[src/hw/rtl/lzssild_pkg.sv]
// ----------------------------------------------------------------------------
// lzssild_pkg
// Shared constants, codes and control structs of the lzss decoder.
// ----------------------------------------------------------------------------
`timescale 1ns / 1ps

package lzssild_pkg;

    // window geometry
    localparam int WINDOW_DEPTH = 4096;
    localparam int WIN_AW       = $clog2(WINDOW_DEPTH);

    // field and counter widths
    localparam int DATA_W  = 8;
    localparam int CNT_W   = 24;
    localparam int SLOT_W  = 4;
    localparam int IDX_W   = 5;

    // stream format constants
    localparam logic [WIN_AW-1:0] WP_START       = WIN_AW'('hFEE);
    localparam logic [CNT_W-1:0]  LIMIT_RESET    = '1;
    localparam logic [SLOT_W-1:0] SLOTS_PER_FLAG = SLOT_W'(8);
    localparam int                MIN_MATCH      = 3;

    // meaning of the next compressed byte
    typedef logic [1:0] kind_t;
    localparam kind_t KIND_FLAG  = 2'd0;
    localparam kind_t KIND_LIT   = 2'd1;
    localparam kind_t KIND_PAIR1 = 2'd2;
    localparam kind_t KIND_PAIR2 = 2'd3;

    // controller to datapath
    typedef struct packed {
        logic take;     // input transaction accepted this cycle
        logic emit;     // commit one byte to output and window
        logic sel_lit;  // emitted byte is the inverted literal
        logic clear;    // return parse state and fill count to reset
    } dp_cmd_t;

    // datapath to controller
    typedef struct packed {
        kind_t kind;       // role of the byte on s_tdata
        logic  room;       // output limit not yet reached
        logic  slot_free;  // output register can take a byte
        logic  copy_last;  // current copy byte is the final one
        logic  last_item;  // current item was marked last
    } dp_status_t;

endpackage

[src/hw/rtl/lzssild_ctrl.sv]
// ----------------------------------------------------------------------------
// lzssild_ctrl
// Controller: accepts compressed bytes and sequences literal and copy output.
// ----------------------------------------------------------------------------
`timescale 1ns / 1ps

module lzssild_ctrl (
    input  logic                     aclk,
    input  logic                     aresetn,
    input  logic                     s_tvalid,
    output logic                     s_tready,
    input  logic                     s_tlast,
    input  lzssild_pkg::dp_status_t  status,
    output lzssild_pkg::dp_cmd_t     cmd
);
    import lzssild_pkg::*;

    localparam logic [1:0] S_IDLE = 2'd0;
    localparam logic [1:0] S_LIT  = 2'd1;
    localparam logic [1:0] S_COPY = 2'd2;

    logic [1:0] state_reg, state_next;

    // next state and datapath commands
    always_comb begin
        state_next  = state_reg;
        cmd         = '0;
        s_tready    = 1'b0;
        unique case (state_reg)
            S_IDLE: begin
                s_tready = 1'b1;
                if (s_tvalid) begin
                    cmd.take = 1'b1;
                    unique case (status.kind) inside
                        KIND_LIT:              state_next = S_LIT;
                        KIND_PAIR2:            state_next = S_COPY;
                        KIND_FLAG, KIND_PAIR1: cmd.clear  = s_tlast;
                    endcase
                end
            end
            S_LIT: begin
                cmd.sel_lit = 1'b1;
                if (!status.room) begin
                    cmd.clear  = status.last_item;
                    state_next = S_IDLE;
                end else if (status.slot_free) begin
                    cmd.emit   = 1'b1;
                    cmd.clear  = status.last_item;
                    state_next = S_IDLE;
                end
            end
            S_COPY: begin
                if (!status.room) begin
                    cmd.clear  = status.last_item;
                    state_next = S_IDLE;
                end else if (status.slot_free) begin
                    cmd.emit = 1'b1;
                    if (status.copy_last) begin
                        cmd.clear  = status.last_item;
                        state_next = S_IDLE;
                    end
                end
            end
            default: state_next = S_IDLE;
        endcase
    end

    // state register
    always_ff @(posedge aclk) begin
        if (!aresetn) begin
            state_reg <= S_IDLE;
        end else begin
            state_reg <= state_next;
        end
    end

endmodule

[config.mk]
export PLATFORM = sky130hd
export DESIGN_NAME = lzssild_ctrl
export DESIGN_NICKNAME = d
export VERILOG_FILES = /design/src/hw/rtl/lzssild_pkg.sv /design/src/hw/rtl/lzssild_ctrl.sv
export SDC_FILE = /design/constraint.sdc
export NUM_CORES = 1
export LEC_CHECK = 0
export BUFFER_PORTS_ARGS = -buffer_cell sky130_fd_sc_hd__buf_2
export CAP_MARGIN = 20
export CORE_AREA = 2 2 39 41
export DETAILED_ROUTE_END_ITERATION = 12
export DIE_AREA = 0 0 41 43
export HOLD_SLACK_MARGIN = 0.12
export PLACE_DENSITY = 0.37
export SYNTH_ARGS = -nofsm -noshare
export SYNTH_HDL_FRONTEND = slang
export SYNTH_SLANG_ARGS = --single-unit
[constraint.sdc]
create_clock -name aclk -period 1.3 [get_ports aclk]
set_input_delay 0.065 -clock aclk [delete_from_list [all_inputs] [get_ports aclk]]
set_output_delay 0.065 -clock aclk [all_outputs]
set_load 0.1 [all_outputs]
==> results_dict.tcl, run 1 <==
set metrics [dict create \
    min_period_ps 1496 \
    cts_htree_levels 1 \
    worst_ep_required_time_ps 1240 \
    grt_pass1_wl_mm 1.076 \
    yosysSeqAreaShare_pct 18.39 \
    die_h_um 43 \
    grt_max_degree 5 \
    io_buffers 14 \
    diodes 0 \
    worstSkewPairLatency_ps 220 \
    final_cell_mix "buf_2, buf_4, buf_12" \
    syn-cell-area_um2 217.7 \
    row_count 14 \
    io_pins 15 \
    final_cell_count_no_fill 68 \
    hpwl_um 565.8 \
    violations "negative setup slack" \
    wl_per_cell_um 11.01 \
    placed_area_um2 452.9 \
    die_area_mm2 0.001763 \
    crit_path_start_kind "flip-flop" \
    dr.pass1.iters 2 \
    cp.arrival_ps 1430 \
    gr-usage-met3_pct 1.571 \
    ant_nets 0 \
    power.leakage_nw 0.2443 \
    finalClockSkew_ps 3.185 \
    grt_pass1_vias 286 \
    synth_top_family_by_area "adder cells" \
    grtUsageMet1_pct 10.22 \
    seqCellArea_um2 42.54 \
    dp.cells 62 \
    path_class "reg -> out" \
    end_kind "primary output" \
    largest_reg_flops 2 \
    postLayoutCoreUtil_pct 40.42 \
    drt_wl_total_um 749 \
    synth_nets 41 \
    slew_violations 0 \
    root_buffer "clkbuf_4" \
    power_density_mw_per_mm2 1529 \
    final.period_utilization_pct 115.1 \
    synthTopCellsByArea "ha_1, dfxtp_1, mux2i_1, inv_1, nand2_1" \
    ys_warn_count 0 \
    syn_avg_cell_area_um2 8.063 \
    setup_viol 4 \
    track_usage_pct 9.218 \
    synthCells 27 \
    antenna_found_initial 0 \
    synth-simple-area-share_pct 22.99 \
    die_w_um 41 \
    total_power_mw 0.8554 \
    routed-via-count 287 \
    hold_violations 0 \
    gp_congestion 0.7220 \
    area_delta_synth_final_pct 156.9 \
    layout_commonest_cell "buf_2" \
    cap_viol_max_count 0 \
    post_drt_via_cell_ratio 4.221 \
    fin_ws_ps -196.2 \
    cts_tree "yes" \
    max-vdd-ir-drop_uv 525.0 \
    fin_area_um2 559.3 \
    yosysTopAreaCell "ha_1" \
    final_nets 68 \
    ys_types 16 \
    whs_ps 133.3 \
    synth_top_cell_area_share_pct 22.99 \
    fillers 146 \
    synthMuxAreaShare_pct 9.195 \
    cts_buffer_depth 2 \
    hold_class "in -> reg" \
    status "finished, violations left" \
    initial_utilization_pct 15.73 \
    ys_ff_latch 2 \
    dr.first_iter.drc_count 1 \
    crit_fanout 3 \
    synthAdderAreaFrac_pct 22.99 \
    rsz0062_at_grt "yes" \
    multi_input_area_um2 247.7 \
    synth_xor_area_share_pct 0 \
    slew_headroom_pct 85.84 \
    clkTransAtPathRegs_ps 30 \
    drc_errors 0 \
    overflow 0 \
    gr-max-usage-layer "met2" \
    cts_buffers 3 \
    use_met2_pct 14.06 \
    drive_gt1_share_pct 71.15 \
    clock.fmax_mhz 668.4 \
    synth_compound_area_share_pct 19.54 \
    core_mm2 0.001384 \
    numClockSinks 2 \
    worst_pin_slew_ps 212.4 \
]
==> per-layer routing <==
| metal | wire length (um) | vias up |
|---|---|---|
| met3 | 29 | 0 |
| met1 | 286 | 136 |
| li1 | - | 145 |
| met4 | 0 | 0 |
| met5 | 0 | - |
| met2 | 433 | 6 |
==> area by class of cell <==
class	count	share of cell area [%]
Timing Repair Buffer	22	37.81
Tap cell	16	3.579
Multi-Input combinational cell	21	44.30
Clock buffer	3	4.027
Sequential cell	2	7.606
Inverter	4	2.685
==> cell usage after synthesis, drive strengths merged <==
cell and count:
and3 1, nand2 4, nand4 1, o2bb2ai 1, nand3b 1, nand3 1
nor2 1, a21oi 1, o221ai 1, dfxtp 2, and2 1, mux2i 2
a21boi 1, inv 4, a22oi 1, ha 4
==> power breakdown <==
group,switching [mW],leakage (nW),internal (mW),total (mW)
clock,0.0320,0.0138,0.102,0.134
combinational,0.364,0.213,0.275,0.639
sequential,0.00897,0.0172,0.0744,0.0833
total,0.405,0.244,0.450,0.855
==> timing repair <==
action,4_1_cts,5_1_grt
hold buffers,1,0
endpoints found under the setup margin,2,6
resized for setup,5,5
buffers inserted,2,1
pin swaps,3,6
endpoints found under the hold margin,1,0
==> kinds of logic after synthesis <==
family                     count (synthesis)
AOI/OAI and AO/OA                          5
adders and majority gates                  4
buffers and inverters                      4
DFF                                        2
muxes                                      2
and+or+nand+nor                           10
==> worst paths after layout <==
check | start | to | slack [ps] | cells after the start
hold reg to reg | state_reg[0]$_SDFFE_PN0P_ | state_reg[0]$_SDFFE_PN0P_ | 610 | 3
setup / recovery | state_reg[0]$_SDFFE_PN0P_ | cmd[0] | -200 | 6
hold / removal | status[5] | state_reg[1]$_SDFFE_PN0P_ | 130 | 3
setup reg to reg | state_reg[0]$_SDFFE_PN0P_ | state_reg[1]$_SDFFE_PN0P_ | 0 | 6
==> worst max-delay path, stage by stage (launching register included) <==
cell,delay (ps)
dfxtp_2,310
inv_2,70
ha_4,140
a21boi_4,190
o221ai_4,130
a21oi_4,180
buf_12,190
==> per-stage QoR <==
step	setup slack (ps)	TNS (ps)
after floorplan	-676.3	-1087
after global placement	-19.99	-19.99
after detailed placement	-48.61	-48.61
after CTS	-204.5	-342.5
after global routing	-268.5	-727.4
final	-196.2	-342.1
Note: power is estimated with default switching activity, not from simulation.
==> run 2, diff against run 1 <==
--- a/config.mk
+++ b/config.mk
@@ -12,6 +12,7 @@
 export DIE_AREA = 0 0 41 43
 export HOLD_SLACK_MARGIN = 0.12
 export PLACE_DENSITY = 0.37
+export RECOVER_POWER = 25
 export SYNTH_ARGS = -nofsm -noshare
 export SYNTH_HDL_FRONTEND = slang
 export SYNTH_SLANG_ARGS = --single-unit
==> constraint.sdc (replaced) <==
create_clock -name aclk -period 1.4 [get_ports aclk]
set_input_delay 0.07 -clock aclk [delete_from_list [all_inputs] [get_ports aclk]]
set_output_delay 0.07 -clock aclk [all_outputs]
set_load 0.1 [all_outputs]
==> results_dict.tcl, run 2 (synthesized netlist as in run 1, its figures left out) <==
set metrics [dict create \
    fin_area_um2 503.0 \
    ant_nets 0 \
    core_mm2 0.001384 \
    fillers 149 \
    diodes 0 \
    cts_buffers 3 \
    worstSkewPairLatency_ps 220 \
    routed-via-count 264 \
    io_buffers 14 \
    dr.first_iter.drc_count 0 \
    slew_headroom_pct 81.60 \
    end_kind "primary output" \
    power_density_mw_per_mm2 1448 \
    cap_viol_max_count 0 \
    finalClockSkew_ps 0.6151 \
    io_pins 15 \
    crit_path_start_kind "flip-flop" \
    tns_ps -96.17 \
    layout_commonest_cell "buf_2" \
    worst_pin_slew_ps 278.3 \
    cp.arrival_ps 1430 \
    power.leakage_nw 0.2190 \
    post_drt_via_cell_ratio 4.125 \
    drt_wl_total_um 677 \
    crit_fanout 2 \
    numClockSinks 2 \
    multi_input_area_um2 234.0 \
    clock.fmax_mhz 668.4 \
    drive_gt1_share_pct 70.83 \
    cts_buffer_depth 2 \
    antenna_found_initial 0 \
    status "finished, violations left" \
    drc_errors 0 \
    die_area_mm2 0.001763 \
    final_nets 64 \
    root_buffer "clkbuf_4" \
    max-vdd-ir-drop_uv 414.8 \
    worst_ep_required_time_ps 1330 \
    die_h_um 43 \
    cts_tree "yes" \
    rsz0062_at_grt "yes" \
    gp_congestion 0.6398 \
    row_count 14 \
    grt_pass1_wl_mm 1.104 \
    hold_class "in -> reg" \
    final.period_utilization_pct 106.9 \
    area_delta_synth_final_pct 131.0 \
    overflow 0 \
    min_period_ps 1496 \
    seqCellArea_um2 45.04 \
    dr.pass1.iters 1 \
    crit_chain "inv_2 -> buf_6 -> ha_4 -> and2_4 -> nand3b_1 -> a21oi_4 -> buf_12" \
    cts_htree_levels 1 \
    track_usage_pct 9.519 \
    hpwl_um 499.2 \
    total_power_mw 0.7285 \
    initial_utilization_pct 15.73 \
    violations "negative setup slack" \
    dp.cells 58 \
    setup_viol 1 \
    grt_pass1_vias 281 \
    path_class "reg -> out" \
    largest_reg_flops 2 \
    grt_max_degree 5 \
    hold_violations 0 \
    slowest_delay_ps 310 \
    final_cell_mix "buf_2, nand2_1, buf_4, buf_12, clkbuf_4" \
    placed_area_um2 407.9 \
    crit_path_top_delay_cell "dfxtp_2" \
    ff2ff_setup_slack_ps 90 \
    clkTransAtPathRegs_ps 30 \
    final_cell_count_no_fill 64 \
    die_w_um 41 \
    wl_per_cell_um 10.58 \
    fin_ws_ps -96.17 \
    slew_violations 0 \
]
==> run 2: cell count changes in the layout (fill, tap and decap cells not counted) <==
cell           change
buf_12             -1
buf_4              -2
and3_2             +1
and3_4             -1
ha_4               -1
ha_2               +1
dfxtp_2            -1
dlygate4sd3_1      -1
dfxtp_4            +1
==> run 2: area by class of cell <==
type	count	area share [%]
Multi-Input combinational cell	21	46.52
Timing Repair Buffer	18	33.08
Sequential cell	2	8.955
Clock buffer	3	4.478
Tap cell	16	3.980
Inverter	4	2.985
==> run 2: critical path, delay by kind of cell (launching register included) <==
| kind | cells | cell delay [ps] |
|---|---|---|
| and+or+nand+nor | 2 | 240 |
| DFF | 1 | 310 |
| AOI/OAI and AO/OA | 1 | 170 |
| adders and majority gates | 1 | 120 |
| buffers and inverters | 3 | 360 |
==> run 2: layer usage <==
metal / wire (um) / up-vias / track usage, %
li1: - / 138 / -
met1: 252 / 120 / 11.18
met2: 390 / 6 / 14.06
met3: 34 / 0 / 1.571
met4: 0 / 0 / 8.000
met5: 0 / - / 0
==> run 2: through the flow <==
stage | hold WS (ps) | util, % | setup WS, ps
after floorplan | 208.2 | - | -581.3
after global placement | 357.9 | 29.48 | 54.03
after detailed placement | 361.3 | 29.48 | 19.04
after CTS | 125.0 | 33.91 | -131.4
after global routing | 138.0 | 36.35 | -150.1
final | 132.1 | 36.35 | -96.17
==> run 2: repair_timing <==
item,in CTS,in global routing
pin swaps,4,5
resized for setup,5,5
setup endpoints to repair,2,2
buffers inserted,3,0
hold buffers,0,0
==> run 2: power breakdown <==
part | internal [mW] | switching (mW)
registers | 0.0686 | 0.00903
clock network | 0.0942 | 0.0287
logic | 0.205 | 0.323
total | 0.368 | 0.360
==> run 2: path summary, 6_finish.rpt <==
| check | startpoint | end | depth (start not counted) |
|---|---|---|---|
| max reg2reg | state_reg[0]$_SDFFE_PN0P_ | state_reg[1]$_SDFFE_PN0P_ | 6 |
| min | aresetn | state_reg[1]$_SDFFE_PN0P_ | 3 |
| min reg2reg | state_reg[1]$_SDFFE_PN0P_ | state_reg[1]$_SDFFE_PN0P_ | 2 |
| max | state_reg[0]$_SDFFE_PN0P_ | cmd[0] | 7 |
